[src/lsbe_pkg.sv]
// Shared types and constants for the LSB steganography bit extractor.
package lsbe_pkg;

    localparam int CFG_IDX_W  = 2;
    localparam int CFG_DATA_W = 4;

    localparam logic [CFG_IDX_W-1:0] CFG_TAKE_MODE        = 2'd0;
    localparam logic [CFG_IDX_W-1:0] CFG_LSBE_MODE        = 2'd1;
    localparam logic [CFG_IDX_W-1:0] CFG_BYTES_PER_SAMPLE = 2'd2;

    localparam logic [1:0] TAKE_1BIT = 2'd0;
    localparam logic [1:0] TAKE_2BIT = 2'd1;
    localparam logic [1:0] TAKE_4BIT = 2'd2;

    localparam logic [7:0] MASK_1BIT = 8'h01;
    localparam logic [7:0] MASK_2BIT = 8'h03;
    localparam logic [7:0] MASK_4BIT = 8'h0f;
    localparam logic [7:0] LSBE_MARK = 8'hFF;

    localparam logic [3:0] BPS_RESET = 4'd2;
    localparam logic [3:0] BPS_MAX   = 4'd8;

    typedef struct packed {
        logic [1:0] take_mode;
        logic       lsbe_mode;
        logic [3:0] bytes_per_sample;
    } t_cfg;

    typedef struct packed {
        logic [7:0] payload_byte;
        logic       byte_complete;
        logic       final_result;
    } t_result;

endpackage

[src/lsbe_cfg_regs.sv]
// Configuration registers of the extractor.
module lsbe_cfg_regs (
    input  logic                           i_clk,
    input  logic                           i_rst_n,
    input  logic                           i_cfg_we,
    input  logic [lsbe_pkg::CFG_IDX_W-1:0]  i_cfg_index,
    input  logic [lsbe_pkg::CFG_DATA_W-1:0] i_cfg_data,
    output lsbe_pkg::t_cfg                 o_cfg
);
    import lsbe_pkg::*;

    t_cfg r_cfg;
    t_cfg n_cfg;

    always_comb begin
        n_cfg = r_cfg;
        if (i_cfg_we) begin
            case (i_cfg_index)
                CFG_TAKE_MODE:        n_cfg.take_mode        = i_cfg_data[1:0];
                CFG_LSBE_MODE:        n_cfg.lsbe_mode        = i_cfg_data[0];
                CFG_BYTES_PER_SAMPLE: n_cfg.bytes_per_sample = i_cfg_data[3:0];
                default:              n_cfg = r_cfg;
            endcase
        end
    end

    always_ff @(posedge i_clk) begin
        if (!i_rst_n) begin
            r_cfg.take_mode        <= TAKE_1BIT;
            r_cfg.lsbe_mode        <= 1'b0;
            r_cfg.bytes_per_sample <= BPS_RESET;
        end else begin
            r_cfg <= n_cfg;
        end
    end

    assign o_cfg = r_cfg;

endmodule

[src/lsbe_bit_packer.sv]
// Bit selection and MSB-first packing, with the per-stream state registers.
module lsbe_bit_packer (
    input  logic             i_clk,
    input  logic             i_rst_n,
    input  lsbe_pkg::t_cfg   i_cfg,
    input  logic             i_accept,
    input  logic [7:0]       i_sample_byte,
    input  logic             i_stream_end,
    output logic             o_has_result,
    output lsbe_pkg::t_result o_result
);
    import lsbe_pkg::*;

    logic [2:0] r_byte_position, n_byte_position;
    logic [7:0] r_bit_accumulator, n_bit_accumulator;
    logic [2:0] r_bits_collected, n_bits_collected;

    logic [2:0] nbits;
    logic [3:0] bits;
    logic [7:0] acc;
    logic [2:0] cnt;
    logic       full;
    logic [7:0] full_val;
    logic [3:0] frame_len;
    logic [3:0] pos_inc;

    // Choose the bits this word gives.
    always_comb begin
        nbits = 3'd0;
        bits  = 4'd0;
        if (i_cfg.lsbe_mode) begin
            if ((i_sample_byte | MASK_1BIT) == LSBE_MARK) begin
                nbits = 3'd1;
                bits  = {3'b000, i_sample_byte[0]};
            end
        end else if (r_byte_position == 3'd0) begin
            case (i_cfg.take_mode)
                TAKE_1BIT: begin
                    nbits = 3'd1;
                    bits  = 4'(i_sample_byte & MASK_1BIT);
                end
                TAKE_2BIT: begin
                    nbits = 3'd2;
                    bits  = 4'(i_sample_byte & MASK_2BIT);
                end
                TAKE_4BIT: begin
                    nbits = 3'd4;
                    bits  = 4'(i_sample_byte & MASK_4BIT);
                end
                default: begin
                    nbits = 3'd0;
                    bits  = 4'd0;
                end
            endcase
        end
    end

    // Insert up to four bits, most significant first. At most one byte can fill.
    always_comb begin
        acc      = r_bit_accumulator;
        cnt      = r_bits_collected;
        full     = 1'b0;
        full_val = 8'd0;
        for (int i = 3; i >= 0; i--) begin
            if (3'(i) < nbits) begin
                acc[3'd7 - cnt] = bits[2'(i)];
                if (cnt == 3'd7) begin
                    if (!full) begin
                        full     = 1'b1;
                        full_val = acc;
                    end
                    acc = 8'd0;
                    cnt = 3'd0;
                end else begin
                    cnt = cnt + 3'd1;
                end
            end
        end
    end

    always_comb begin
        if (i_cfg.bytes_per_sample == 4'd0) begin
            frame_len = 4'd1;
        end else if (i_cfg.bytes_per_sample > BPS_MAX) begin
            frame_len = BPS_MAX;
        end else begin
            frame_len = i_cfg.bytes_per_sample;
        end
        pos_inc = {1'b0, r_byte_position} + 4'd1;
    end

    always_comb begin
        o_has_result = full || (i_stream_end && (cnt != 3'd0));
        if (full) begin
            o_result.payload_byte  = full_val;
            o_result.byte_complete = 1'b1;
            o_result.final_result  = i_stream_end;
        end else begin
            o_result.payload_byte  = acc;
            o_result.byte_complete = 1'b0;
            o_result.final_result  = 1'b1;
        end

        n_byte_position   = r_byte_position;
        n_bit_accumulator = r_bit_accumulator;
        n_bits_collected  = r_bits_collected;
        if (i_accept) begin
            if (i_stream_end) begin
                n_byte_position   = 3'd0;
                n_bit_accumulator = 8'd0;
                n_bits_collected  = 3'd0;
            end else begin
                n_byte_position   = (pos_inc >= frame_len) ? 3'd0 : pos_inc[2:0];
                n_bit_accumulator = acc;
                n_bits_collected  = cnt;
            end
        end
    end

    always_ff @(posedge i_clk) begin
        if (!i_rst_n) begin
            r_byte_position   <= 3'd0;
            r_bit_accumulator <= 8'd0;
            r_bits_collected  <= 3'd0;
        end else begin
            r_byte_position   <= n_byte_position;
            r_bit_accumulator <= n_bit_accumulator;
            r_bits_collected  <= n_bits_collected;
        end
    end

endmodule

[src/lsbe_out_reg.sv]
// Result register that holds one finished word until the consumer takes it.
module lsbe_out_reg (
    input  logic              i_clk,
    input  logic              i_rst_n,
    input  logic              i_load,
    input  lsbe_pkg::t_result i_result,
    input  logic              i_stall,
    output logic              o_valid,
    output logic              o_full_blocked,
    output lsbe_pkg::t_result o_result
);
    import lsbe_pkg::*;

    logic    r_valid, n_valid;
    t_result r_result, n_result;

    always_comb begin
        n_valid  = r_valid;
        n_result = r_result;
        if (i_load) begin
            n_valid  = 1'b1;
            n_result = i_result;
        end else if (r_valid && !i_stall) begin
            n_valid = 1'b0;
        end
    end

    always_ff @(posedge i_clk) begin
        if (!i_rst_n) begin
            r_valid <= 1'b0;
        end else begin
            r_valid <= n_valid;
        end
    end

    always_ff @(posedge i_clk) begin
        r_result <= n_result;
    end

    assign o_valid        = r_valid;
    assign o_full_blocked = r_valid && i_stall;
    assign o_result       = r_result;

endmodule

[src/lsb_stego_bit_extractor_core.sv]
// Top level of the LSB steganography bit extractor.
// Takes one audio data word per cycle and packs its hidden bits, most significant
// first, into payload bytes. Every word is handled by the combinational bit
// packer, and each finished byte is loaded into a one-entry result register, so
// the sustained rate is one input word per clock. The input stalls only while the
// result register holds a word that the consumer is stalling. A word with
// stream_end set flushes any partial byte and restarts the stream state.
// Configuration writes take effect at the next clock and leave the stream state.
module lsb_stego_bit_extractor_core (
    input  logic                           i_clk,
    input  logic                           i_rst_n,
    input  logic                           i_cfg_we,
    input  logic [lsbe_pkg::CFG_IDX_W-1:0]  i_cfg_index,
    input  logic [lsbe_pkg::CFG_DATA_W-1:0] i_cfg_data,
    input  logic                           i_valid,
    output logic                           o_stall,
    input  logic [7:0]                     i_sample_byte,
    input  logic                           i_stream_end,
    output logic                           o_valid,
    input  logic                           i_stall,
    output logic [7:0]                     o_payload_byte,
    output logic                           o_byte_complete,
    output logic                           o_final_result
);
    import lsbe_pkg::*;

    t_cfg    cfg;
    t_result pack_result;
    t_result out_result;
    logic    has_result;
    logic    accept;
    logic    blocked;

    assign o_stall = blocked;
    assign accept  = i_valid && !blocked;

    lsbe_cfg_regs u_cfg (
        .i_clk       (i_clk),
        .i_rst_n     (i_rst_n),
        .i_cfg_we    (i_cfg_we),
        .i_cfg_index (i_cfg_index),
        .i_cfg_data  (i_cfg_data),
        .o_cfg       (cfg)
    );

    lsbe_bit_packer u_packer (
        .i_clk         (i_clk),
        .i_rst_n       (i_rst_n),
        .i_cfg         (cfg),
        .i_accept      (accept),
        .i_sample_byte (i_sample_byte),
        .i_stream_end  (i_stream_end),
        .o_has_result  (has_result),
        .o_result      (pack_result)
    );

    lsbe_out_reg u_out (
        .i_clk          (i_clk),
        .i_rst_n        (i_rst_n),
        .i_load         (accept && has_result),
        .i_result       (pack_result),
        .i_stall        (i_stall),
        .o_valid        (o_valid),
        .o_full_blocked (blocked),
        .o_result       (out_result)
    );

    assign o_payload_byte  = out_result.payload_byte;
    assign o_byte_complete = out_result.byte_complete;
    assign o_final_result  = out_result.final_result;

endmodule

[config.mk]
export PLATFORM = sky130hd
export DESIGN_NAME = lsb_stego_bit_extractor_core
export DESIGN_NICKNAME = d
export VERILOG_FILES = /design/src/lsbe_pkg.sv /design/src/lsbe_cfg_regs.sv /design/src/lsbe_bit_packer.sv /design/src/lsbe_out_reg.sv /design/src/lsb_stego_bit_extractor_core.sv
export SDC_FILE = /design/constraint.sdc
export NUM_CORES = 1
export LEC_CHECK = 0
export BUFFER_PORTS_ARGS = -buffer_cell sky130_fd_sc_hd__buf_2
export CELL_PAD_IN_SITES_DETAIL_PLACEMENT = 0
export CELL_PAD_IN_SITES_GLOBAL_PLACEMENT = 1
export CORE_ASPECT_RATIO = 0.6
export CORE_MARGIN = 8
export CORE_UTILIZATION = 49
export CTS_CLUSTER_SIZE = 10
export DETAILED_ROUTE_END_ITERATION = 10
export GPL_TIMING_DRIVEN = 1
export PLACE_DENSITY_LB_ADDON = 0.1
export SLEW_MARGIN = 5
export SYNTH_ARGS = -nofsm -noshare
export SYNTH_HDL_FRONTEND = slang
export SYNTH_HIERARCHICAL = 1
export SYNTH_SLANG_ARGS = --single-unit
export TNS_END_PERCENT = 5
[constraint.sdc]
create_clock -name i_clk -period 9.9 [get_ports i_clk]
set_clock_uncertainty 0.05 [all_clocks]
set_input_delay 2.97 -clock i_clk [delete_from_list [all_inputs] [get_ports i_clk]]
set_output_delay 2.97 -clock i_clk [all_outputs]
set_load 0.01 [all_outputs]
==> impl_metrics.prom, run 1 <==
# TYPE chip_impl_metric gauge
chip_impl_info{name="status",value="finished clean"} 1
chip_impl_metric{name="maxClockFrequency",unit="MHz"} 147.8
chip_impl_info{name="end_kind",value="register"} 1
chip_impl_info{name="cts_tree",value="built"} 1
chip_impl_metric{name="grt_pass1_vias",unit=""} 3213
chip_impl_metric{name="io_pins",unit=""} 32
chip_impl_metric{name="area_delta_synth_final",unit="%"} 8.625
chip_impl_info{name="cp_common_cell",value="sky130_fd_sc_hd__ha_1"} 1
chip_impl_metric{name="die_extent_in_y",unit="microns"} 81.16
chip_impl_info{name="critical-path-slowest-cell",value="sky130_fd_sc_hd__nand4bb_1"} 1
chip_impl_metric{name="cts_max_level",unit=""} 2
chip_impl_metric{name="final_nets",unit=""} 507
chip_impl_info{name="min_delay_worst_endpoint",value="u_cfg/o_cfg[0]$_SDFFE_PN0P_"} 1
chip_impl_metric{name="tightest_slew",unit="ps"} 1117
chip_impl_metric{name="count_of_cell_types_in_the_netlist",unit=""} 77
chip_impl_metric{name="clkSinkCount",unit=""} 32
chip_impl_info{name="hold_path.startpoint",value="u_cfg/o_cfg[0]$_SDFFE_PN0P_"} 1
chip_impl_metric{name="timing.critical_path.arrival",unit="ps"} 6890
chip_impl_metric{name="synth_enable_flop_cells",unit=""} 10
chip_impl_info{name="layout.cells.most_common_list",value="sky130_fd_sc_hd__nand2_1 (51), sky130_fd_sc_hd__nor2_1 (35), sky130_fd_sc_hd__a21oi_1 (32)"} 1
chip_impl_metric{name="fraction_of_final_layout_cells_with_drive_strength_greater_than_1",unit=""} 0.1453
chip_impl_info{name="critical_path.reg2reg.startpoint",value="u_cfg/o_cfg[5]$_SDFFE_PN0P_"} 1
chip_impl_metric{name="total_grt_overflow",unit=""} 0
chip_impl_metric{name="mappedNetlistArea",unit="sq mm"} 0.003467
chip_impl_info{name="hp_class",value="reg2reg"} 1
chip_impl_metric{name="period_minus_slack",unit="ps"} 6768
chip_impl_metric{name="sequentialPowerShare",unit=""} 0.341
chip_impl_metric{name="timing.final.crit_share",unit=""} 0.6836
chip_impl_metric{name="leakage",unit="nW"} 1.474
chip_impl_info{name="primary_flip_flop_cell_chosen_by_synthesis_mapping",value="sky130_fd_sc_hd__dfxtp_1"} 1
chip_impl_metric{name="design.die.area",unit="sq mm"} 0.01011
chip_impl_metric{name="hold_violations",unit=""} 0
chip_impl_metric{name="holdPathStages",unit=""} 2
chip_impl_metric{name="vdd_ir_drop_max",unit="mV"} 0.07127
chip_impl_metric{name="setup_ws",unit="ps"} 3132
chip_impl_metric{name="wire_per_inst",unit="microns"} 21.04
chip_impl_info{name="timing.critical_path.from_type",value="register"} 1
chip_impl_metric{name="setup_viol",unit=""} 0
chip_impl_metric{name="placement.io_buffers",unit=""} 31
chip_impl_metric{name="synth.yosys.seq_area_share",unit=""} 0.2136
chip_impl_metric{name="wire_length_of_the_first_global_routing_pass",unit="microns"} 17990
chip_impl_metric{name="post_cts_resize_count",unit=""} 0
chip_impl_metric{name="ys_async_sr_fraction",unit=""} 0
chip_impl_metric{name="netSwitchingPower",unit="uW"} 142.3
chip_impl_info{name="setup.worst_path.class",value="reg2reg"} 1
chip_impl_metric{name="p_sw_frac",unit=""} 0.3212
chip_impl_metric{name="antenna_violations_before_repair",unit=""} 0
chip_impl_metric{name="cts_post_setup_buffers_inserted",unit=""} 0
chip_impl_metric{name="crit_path_max_incr_delay",unit="ps"} 610
chip_impl_metric{name="synth.ff_latch_count",unit=""} 32
chip_impl_metric{name="die_width",unit="microns"} 124.6
chip_impl_metric{name="post_synth_inst_count",unit=""} 453
chip_impl_metric{name="timing.critical_path.fanout_max",unit=""} 18
chip_impl_metric{name="max_capacitance_violation_count",unit=""} 0
chip_impl_metric{name="placementRows",unit=""} 23
chip_impl_metric{name="detailedPlacementHpwl",unit="microns"} 8964
chip_impl_metric{name="timing.slew.headroom",unit=""} 0.2363
chip_impl_metric{name="synth.avg_cell_area",unit="sq um"} 7.654
chip_impl_metric{name="mappedNetlistNets",unit=""} 493
chip_impl_metric{name="firstDrtPassIters",unit=""} 5
chip_impl_info{name="most_frequent_standard_cell_in_the_layout_excluding_fill_and_tap_cells",value="sky130_fd_sc_hd__nand2_1"} 1
chip_impl_metric{name="clock_power_share",unit=""} 0.391
chip_impl_metric{name="number_of_cells_on_the_worst_reg_to_reg_path",unit=""} 22
chip_impl_metric{name="vias_per_cell",unit=""} 6.710
chip_impl_info{name="timing.critical_path.cells",value="inv_1 -> ha_1 -> nand4bb_1 -> o21ai_0 -> ha_1 -> ha_1 -> a21oi_1 -> o22ai_4 -> inv_2 -> ha_1 -> ha_1 -> nor2_1 -> a21oi_4 -> inv_2 -> ha_1 -> ha_1 -> nor2_1 -> mux2_2 -> o31ai_1 -> nand3_1 -> and3b_1 -> o21a_1"} 1
chip_impl_metric{name="cp_data_required_time",unit="ps"} 10020
chip_impl_metric{name="comb_power_share",unit=""} 0.268
chip_impl_metric{name="drc_errors",unit=""} 0
chip_impl_metric{name="clock_tree.buffer_depth",unit=""} 2
chip_impl_metric{name="finalMaxSlewViolations",unit=""} 0
chip_impl_metric{name="routed_wirelength",unit="microns"} 11680
chip_impl_metric{name="overall_fraction_of_global_route_tracks_in_use",unit=""} 0.2223
chip_impl_info{name="clockRootBuffer",value="sky130_fd_sc_hd__clkbuf_16"} 1
chip_impl_metric{name="yosysWarnings",unit=""} 6
chip_impl_metric{name="start_util",unit=""} 0.5127
chip_impl_info{name="worst_r2r_endpoint",value="u_out/o_valid$_SDFFE_PN0P_"} 1
chip_impl_metric{name="cts-buffers-inserted",unit=""} 5
chip_impl_info{name="unrepaired_setup_endpoints_after_global_routing",value="false"} 1
chip_impl_metric{name="num_antenna_cells",unit=""} 0
chip_impl_metric{name="timing.setup.tns",unit="ps"} 0
chip_impl_metric{name="r2r_setup_slack",unit="ps"} 3130
chip_impl_metric{name="num-fill-cells",unit=""} 621
chip_impl_metric{name="cell_internal_pwr",unit="uW"} 300.7
chip_impl_metric{name="clock_insertion_delay_worst_skew",unit="ps"} 280
chip_impl_metric{name="totalPowerFinal",unit="uW"} 443.0
chip_impl_metric{name="post-place-ws",unit="ps"} 3330
chip_impl_metric{name="grt_max_degree",unit=""} 22
chip_impl_metric{name="p_per_area",unit="mW/mm^2"} 117.6
chip_impl_metric{name="ctsHoldBuffers",unit=""} 0
chip_impl_metric{name="drt_iter0_drc",unit=""} 549
chip_impl_metric{name="routed-via-count",unit=""} 3724
chip_impl_metric{name="ant_nets",unit=""} 0
chip_impl_metric{name="routability_cong",unit=""} 0.9520
chip_impl_metric{name="floorplan_core_area",unit="sq mm"} 0.006763
chip_impl_metric{name="cts.clk_slew.worst_paths",unit="ps"} 50
-- layer usage --
layer  wire length [microns]  global-route usage  up-vias
li1                        -                   -     1734
met1                    5703              0.3448     1699
met2                    4208              0.2839      266
met3                    1617             0.06693       25
met4                     146             0.04421        0
met5                       0                   0        -
-- final cells by class --
type,count,area (sq um),area share
Sequential cell,32,740.7,0.1967
Timing Repair Buffer,32,162.7,0.04319
Tap cell,87,108.9,0.02890
Multi-Input combinational cell,373,2505,0.6651
Clock buffer,5,125.1,0.03322
Inverter,23,86.33,0.02292
Clock inverter,3,37.54,0.009967
-- worst max-delay path, delay by kind of cell (launching register included) --
family / cells / cell delay (ps)
compound gates: 6 / 1690
flops: 1 / 340
mux: 1 / 310
simple gates: 5 / 1540
fa+ha+maj: 7 / 2220
buf+inv: 3 / 480
-- cell families after synthesis --
family,count (synthesis),share of synthesized area
AOI/OAI and AO/OA,157,0.3309
buffers and inverters,48,0.06387
DFF,32,0.2136
adders and majority gates,20,0.07218
muxes,12,0.03861
and+or+nand+nor,183,0.2782
xor gates and xnor gates,1,0.002527
-- Yosys cell counts, types with 4 or more instances --
library cell | instances | area share
sky130_fd_sc_hd__a211oi_1 | 5 | 0.011
sky130_fd_sc_hd__a21o_1 | 5 | 0.011
sky130_fd_sc_hd__a21oi_1 | 32 | 0.046
sky130_fd_sc_hd__a22oi_1 | 7 | 0.015
sky130_fd_sc_hd__a31oi_1 | 9 | 0.016
sky130_fd_sc_hd__a32oi_1 | 4 | 0.010
sky130_fd_sc_hd__and2_1 | 6 | 0.011
sky130_fd_sc_hd__and3_1 | 4 | 0.0072
sky130_fd_sc_hd__buf_2 | 9 | 0.013
sky130_fd_sc_hd__clkbuf_1 | 11 | 0.012
sky130_fd_sc_hd__dfxtp_1 | 22 | 0.13
sky130_fd_sc_hd__edfxtp_1 | 10 | 0.087
sky130_fd_sc_hd__ha_1 | 20 | 0.072
sky130_fd_sc_hd__inv_1 | 20 | 0.022
sky130_fd_sc_hd__mux2i_1 | 10 | 0.029
sky130_fd_sc_hd__nand2_1 | 51 | 0.055
sky130_fd_sc_hd__nand2b_1 | 5 | 0.0090
sky130_fd_sc_hd__nand3_1 | 23 | 0.033
sky130_fd_sc_hd__nand3b_1 | 5 | 0.011
sky130_fd_sc_hd__nand4_1 | 6 | 0.011
sky130_fd_sc_hd__nor2_1 | 35 | 0.038
sky130_fd_sc_hd__nor2b_1 | 11 | 0.020
sky130_fd_sc_hd__nor3_1 | 9 | 0.013
sky130_fd_sc_hd__o21a_1 | 5 | 0.011
sky130_fd_sc_hd__o21ai_0 | 31 | 0.045
sky130_fd_sc_hd__o221ai_1 | 4 | 0.010
sky130_fd_sc_hd__o22ai_1 | 4 | 0.0072
sky130_fd_sc_hd__o31ai_1 | 9 | 0.019
sky130_fd_sc_hd__or3_1 | 4 | 0.0072
-- stage by stage --
step / cells / instance area (sq um) / hold slack [ps] / util
floorplan: 453 / 3467 / 385.1 / -
global placement: 547 / 3603 / 418.5 / 0.5328
detailed placement: 547 / 3603 / 425.7 / 0.5328
CTS: 555 / 3766 / 438.0 / 0.5569
global route: 555 / 3766 / 480.3 / 0.5569
finish: 555 / 3766 / 441.6 / 0.5569
-- power by group through the flow --
stage | clock network, mW | logic [mW] | registers [mW]
4_1_cts | 0.175 | 0.115 | 0.150
2_1_floorplan | 0 | 0.0873 | 0.150
6_report | 0.173 | 0.119 | 0.151
5_1_grt | 0.180 | 0.127 | 0.151
3_3_place_gp | 0 | 0.113 | 0.153
3_5_place_dp | 0 | 0.114 | 0.153
-- registers in the layout (all words and copies together), names as in the netlist --
name                        count
u_packer/r_bit_accumulator      8
u_packer/r_bits_collected       3
u_out/o_valid                   1
u_out/o_result                 10
u_cfg/o_cfg                     7
u_packer/r_byte_position        3
-- worst max-delay path by stage --
stage / from / end / depth (start not counted)
after floorplan: i_stall / o_stall / 1
after global placement: i_stall / o_stall / 3
after detailed placement: u_cfg/o_cfg[5]$_SDFFE_PN0P_ / u_out/o_valid$_SDFFE_PN0P_ / 22
after CTS: u_cfg/o_cfg[5]$_SDFFE_PN0P_ / u_out/o_valid$_SDFFE_PN0P_ / 22
after global routing: u_cfg/o_cfg[5]$_SDFFE_PN0P_ / u_out/o_valid$_SDFFE_PN0P_ / 22
final: u_cfg/o_cfg[5]$_SDFFE_PN0P_ / u_out/o_valid$_SDFFE_PN0P_ / 22
Power figures use the tool's default switching activity.
==> inputs of run 2 (changes only) <==
--- a/config.mk
+++ b/config.mk
@@ -10,7 +10,7 @@
 export CELL_PAD_IN_SITES_GLOBAL_PLACEMENT = 1
 export CORE_ASPECT_RATIO = 0.6
 export CORE_MARGIN = 8
-export CORE_UTILIZATION = 49
+export CORE_UTILIZATION = 41
 export CTS_CLUSTER_SIZE = 10
 export DETAILED_ROUTE_END_ITERATION = 10
 export GPL_TIMING_DRIVEN = 1
==> constraint.sdc (replaced) <==
create_clock -name i_clk -period 5.7 [get_ports i_clk]
set_clock_uncertainty 0.05 [all_clocks]
set_input_delay 1.71 -clock i_clk [delete_from_list [all_inputs] [get_ports i_clk]]
set_output_delay 1.71 -clock i_clk [all_outputs]
set_load 0.01 [all_outputs]
==> run 2 against run 1 <==
  * Clock-buffer cell count up 1
  * Sequential power rose by 69%
  * Power is 69% higher
  * Fmax up 29%
  * Utilization fell by 9.4 points
  * Routed wire length up 5.1%
  * Critical path type unchanged
  * Critical path depth rose by 1
  * Hold slack worse by 9.0 ps
  * Die area is 16% higher
  * Register-to-register slack worse by 2700 ps
  * Clock power increased by 57%
==> impl_metrics.prom, run 2 (synthesized netlist as in run 1, its figures left out) <==
# TYPE chip_impl_metric gauge
chip_impl_metric{name="ctsHoldBuffers",unit=""} 0
chip_impl_info{name="status",value="finished clean"} 1
chip_impl_info{name="setup.worst_path.class",value="reg2reg"} 1
chip_impl_metric{name="placedCellCount",unit=""} 579
chip_impl_metric{name="design.die.area",unit="sq mm"} 0.01175
chip_impl_metric{name="cts_max_level",unit=""} 2
chip_impl_metric{name="io_pins",unit=""} 32
chip_impl_metric{name="clock_insertion_delay_worst_skew",unit="ps"} 290
chip_impl_metric{name="grt_pass1_vias",unit=""} 3412
chip_impl_metric{name="timing.critical_path.fanout_max",unit=""} 14
chip_impl_metric{name="routed_wirelength",unit="microns"} 12270
chip_impl_metric{name="max_capacitance_violation_count",unit=""} 0
chip_impl_metric{name="worst-path-buf-inv",unit=""} 5
chip_impl_metric{name="wl_met2",unit="microns"} 4403
chip_impl_metric{name="routability_cong",unit=""} 0.9829
chip_impl_metric{name="post-place-ws",unit="ps"} 52.24
chip_impl_info{name="layout.cells.most_common_list",value="sky130_fd_sc_hd__nand2_1 (51), sky130_fd_sc_hd__nor2_1 (35), sky130_fd_sc_hd__a21oi_1 (32)"} 1
chip_impl_metric{name="setup_viol",unit=""} 0
chip_impl_metric{name="sequentialPowerShare",unit=""} 0.340
chip_impl_metric{name="firstDrtPassIters",unit=""} 6
chip_impl_metric{name="p_sw_frac",unit=""} 0.3486
chip_impl_metric{name="cts-buffers-inserted",unit=""} 5
chip_impl_info{name="path_delay_family",value="adder cells"} 1
chip_impl_metric{name="floorplan_core_area",unit="sq mm"} 0.008361
chip_impl_info{name="cp_common_cell",value="sky130_fd_sc_hd__ha_1"} 1
chip_impl_metric{name="wire_length_of_the_first_global_routing_pass",unit="microns"} 19390
chip_impl_metric{name="timing.critical_path.arrival",unit="ps"} 5390
chip_impl_info{name="hold_path.startpoint",value="u_cfg/o_cfg[3]$_SDFFE_PN0P_"} 1
chip_impl_metric{name="die_width",unit="microns"} 134.7
chip_impl_info{name="unrepaired_setup_endpoints_after_global_routing",value="false"} 1
chip_impl_metric{name="vdd_ir_drop_max",unit="mV"} 0.09811
chip_impl_metric{name="met1Wirelength",unit="microns"} 6123
chip_impl_info{name="critical_path.reg2reg.startpoint",value="u_cfg/o_cfg[5]$_SDFFE_PN0P_"} 1
chip_impl_metric{name="holdWs",unit="ps"} 432.7
chip_impl_metric{name="timing.setup.tns",unit="ps"} 0
chip_impl_info{name="cts_tree",value="built"} 1
chip_impl_metric{name="timing.final.crit_share",unit=""} 0.9233
chip_impl_metric{name="netSwitchingPower",unit="uW"} 261.1
chip_impl_metric{name="wl_met3",unit="microns"} 1566
chip_impl_metric{name="period_minus_slack",unit="ps"} 5263
chip_impl_info{name="clockRootBuffer",value="sky130_fd_sc_hd__clkbuf_16"} 1
chip_impl_metric{name="drc_errors",unit=""} 0
chip_impl_info{name="hp_class",value="reg2reg"} 1
chip_impl_metric{name="fraction_of_final_layout_cells_with_drive_strength_greater_than_1",unit=""} 0.1708
chip_impl_info{name="most_frequent_standard_cell_in_the_layout_excluding_fill_and_tap_cells",value="sky130_fd_sc_hd__nand2_1"} 1
chip_impl_metric{name="grt_max_degree",unit=""} 22
chip_impl_metric{name="clkSinkCount",unit=""} 32
chip_impl_metric{name="hold_violations",unit=""} 0
chip_impl_metric{name="final-instance-count-excl-fill",unit=""} 592
chip_impl_metric{name="area_delta_synth_final",unit="%"} 11.58
chip_impl_info{name="end_kind",value="register"} 1
chip_impl_metric{name="maxClockFrequency",unit="MHz"} 190.0
chip_impl_metric{name="num_antenna_cells",unit=""} 0
chip_impl_metric{name="wire_per_inst",unit="microns"} 20.72
chip_impl_metric{name="clock_power_share",unit=""} 0.363
chip_impl_metric{name="cp_data_required_time",unit="ps"} 5830
chip_impl_metric{name="total_grt_overflow",unit=""} 0
chip_impl_metric{name="finalMaxSlewViolations",unit=""} 0
chip_impl_metric{name="timing.slew.headroom",unit=""} 0.2468
chip_impl_metric{name="setup_ws",unit="ps"} 437.0
chip_impl_info{name="route.top_layer_used",value="met4"} 1
chip_impl_metric{name="cts.clk_slew.worst_paths",unit="ps"} 60
chip_impl_metric{name="final_nets",unit=""} 519
chip_impl_info{name="critical-path-slowest-cell",value="sky130_fd_sc_hd__and4bb_1"} 1
chip_impl_metric{name="p_per_area",unit="mW/mm^2"} 193.6
chip_impl_metric{name="leakage",unit="nW"} 1.514
chip_impl_metric{name="placement.io_buffers",unit=""} 31
chip_impl_metric{name="placementRows",unit=""} 26
chip_impl_metric{name="clock_tree.buffer_depth",unit=""} 2
chip_impl_metric{name="largest_register_ffs",unit=""} 10
chip_impl_metric{name="tightest_slew",unit="ps"} 1101
chip_impl_info{name="timing.critical_path.cells",value="inv_1 -> ha_1 -> and4bb_1 -> mux2i_1 -> inv_1 -> ha_1 -> ha_1 -> a21oi_1 -> o22ai_4 -> inv_2 -> ha_1 -> ha_1 -> inv_1 -> nor3_1 -> nor2_1 -> inv_1 -> ha_2 -> nor2_1 -> mux2_2 -> o31ai_1 -> nand3_1 -> and3b_2 -> o21a_1"} 1
chip_impl_metric{name="comb_power_share",unit=""} 0.297
chip_impl_info{name="timing.critical_path.from_type",value="register"} 1
chip_impl_metric{name="start_util",unit=""} 0.4147
chip_impl_metric{name="routed-via-count",unit=""} 3635
chip_impl_metric{name="vias_per_cell",unit=""} 6.140
chip_impl_metric{name="ant_nets",unit=""} 0
chip_impl_metric{name="detailedPlacementHpwl",unit="microns"} 9623
chip_impl_metric{name="antenna_violations_before_repair",unit=""} 0
chip_impl_metric{name="cell_internal_pwr",unit="uW"} 487.9
chip_impl_metric{name="finalCoreUtilization",unit=""} 0.4627
chip_impl_metric{name="crit_path_max_incr_delay",unit="ps"} 450
chip_impl_info{name="crit_start",value="u_cfg/o_cfg[5]$_SDFFE_PN0P_"} 1
chip_impl_metric{name="overall_fraction_of_global_route_tracks_in_use",unit=""} 0.2145
chip_impl_metric{name="die_extent_in_y",unit="microns"} 87.23
chip_impl_metric{name="drt_iter0_drc",unit=""} 487
==> run 2: cell type report <==
type	instances	area, sq um
multi-input combinational	373	2509
inverter	23	86.33
fill	838	4492
clock inverter	2	11.26
clock buffer	6	128.9
timing repair buffer	44	252.7
sequential	32	740.7
tap	112	140.1
==> run 2: worst paths after layout <==
kind	endpoint	slack, ps	depth (start not counted)
hold reg to reg	u_cfg/o_cfg[3]$_SDFFE_PN0P_	430	2
hold / removal	u_cfg/o_cfg[3]$_SDFFE_PN0P_	430	2
setup reg to reg	u_out/o_valid$_SDFFE_PN0P_	440	23
setup / recovery	u_out/o_valid$_SDFFE_PN0P_	440	23
==> run 2: power by group through the flow <==
stage	logic, mW	clock network [mW]	registers (mW)
after global routing	0.245	0.286	0.256
final	0.223	0.272	0.255
after floorplan	0.152	0	0.261
after global placement	0.211	0	0.260
after CTS	0.211	0.275	0.255
after detailed placement	0.210	0	0.259
==> run 2: what timing repair did <==
action / in CTS / in global routing
endpoints found under the setup margin: 0 / 17
resized for setup: 0 / 2
setup buffers: 0 / 5
==> run 2: through the flow <==
step | total power [mW] | cell area [sq um]
CTS | 0.7413 | 3827
global route | 0.7876 | 3869
global placement | 0.4711 | 3687
floorplan | 0.4126 | 3467
finish | 0.7490 | 3869
detailed placement | 0.4696 | 3687
==> run 2: metal layers <==
layer  track usage  vias up
met5             0        -
met4       0.06079        0
met3       0.08641       17
met2        0.2711      189
met1        0.3136     1671
li1              -     1758
==> run 2: tightest hold or removal path: stages, from the launching register on <==
cell	delay, ps
sky130_fd_sc_hd__dfxtp_1	320
sky130_fd_sc_hd__nand2_1	60
sky130_fd_sc_hd__mux2i_1	50
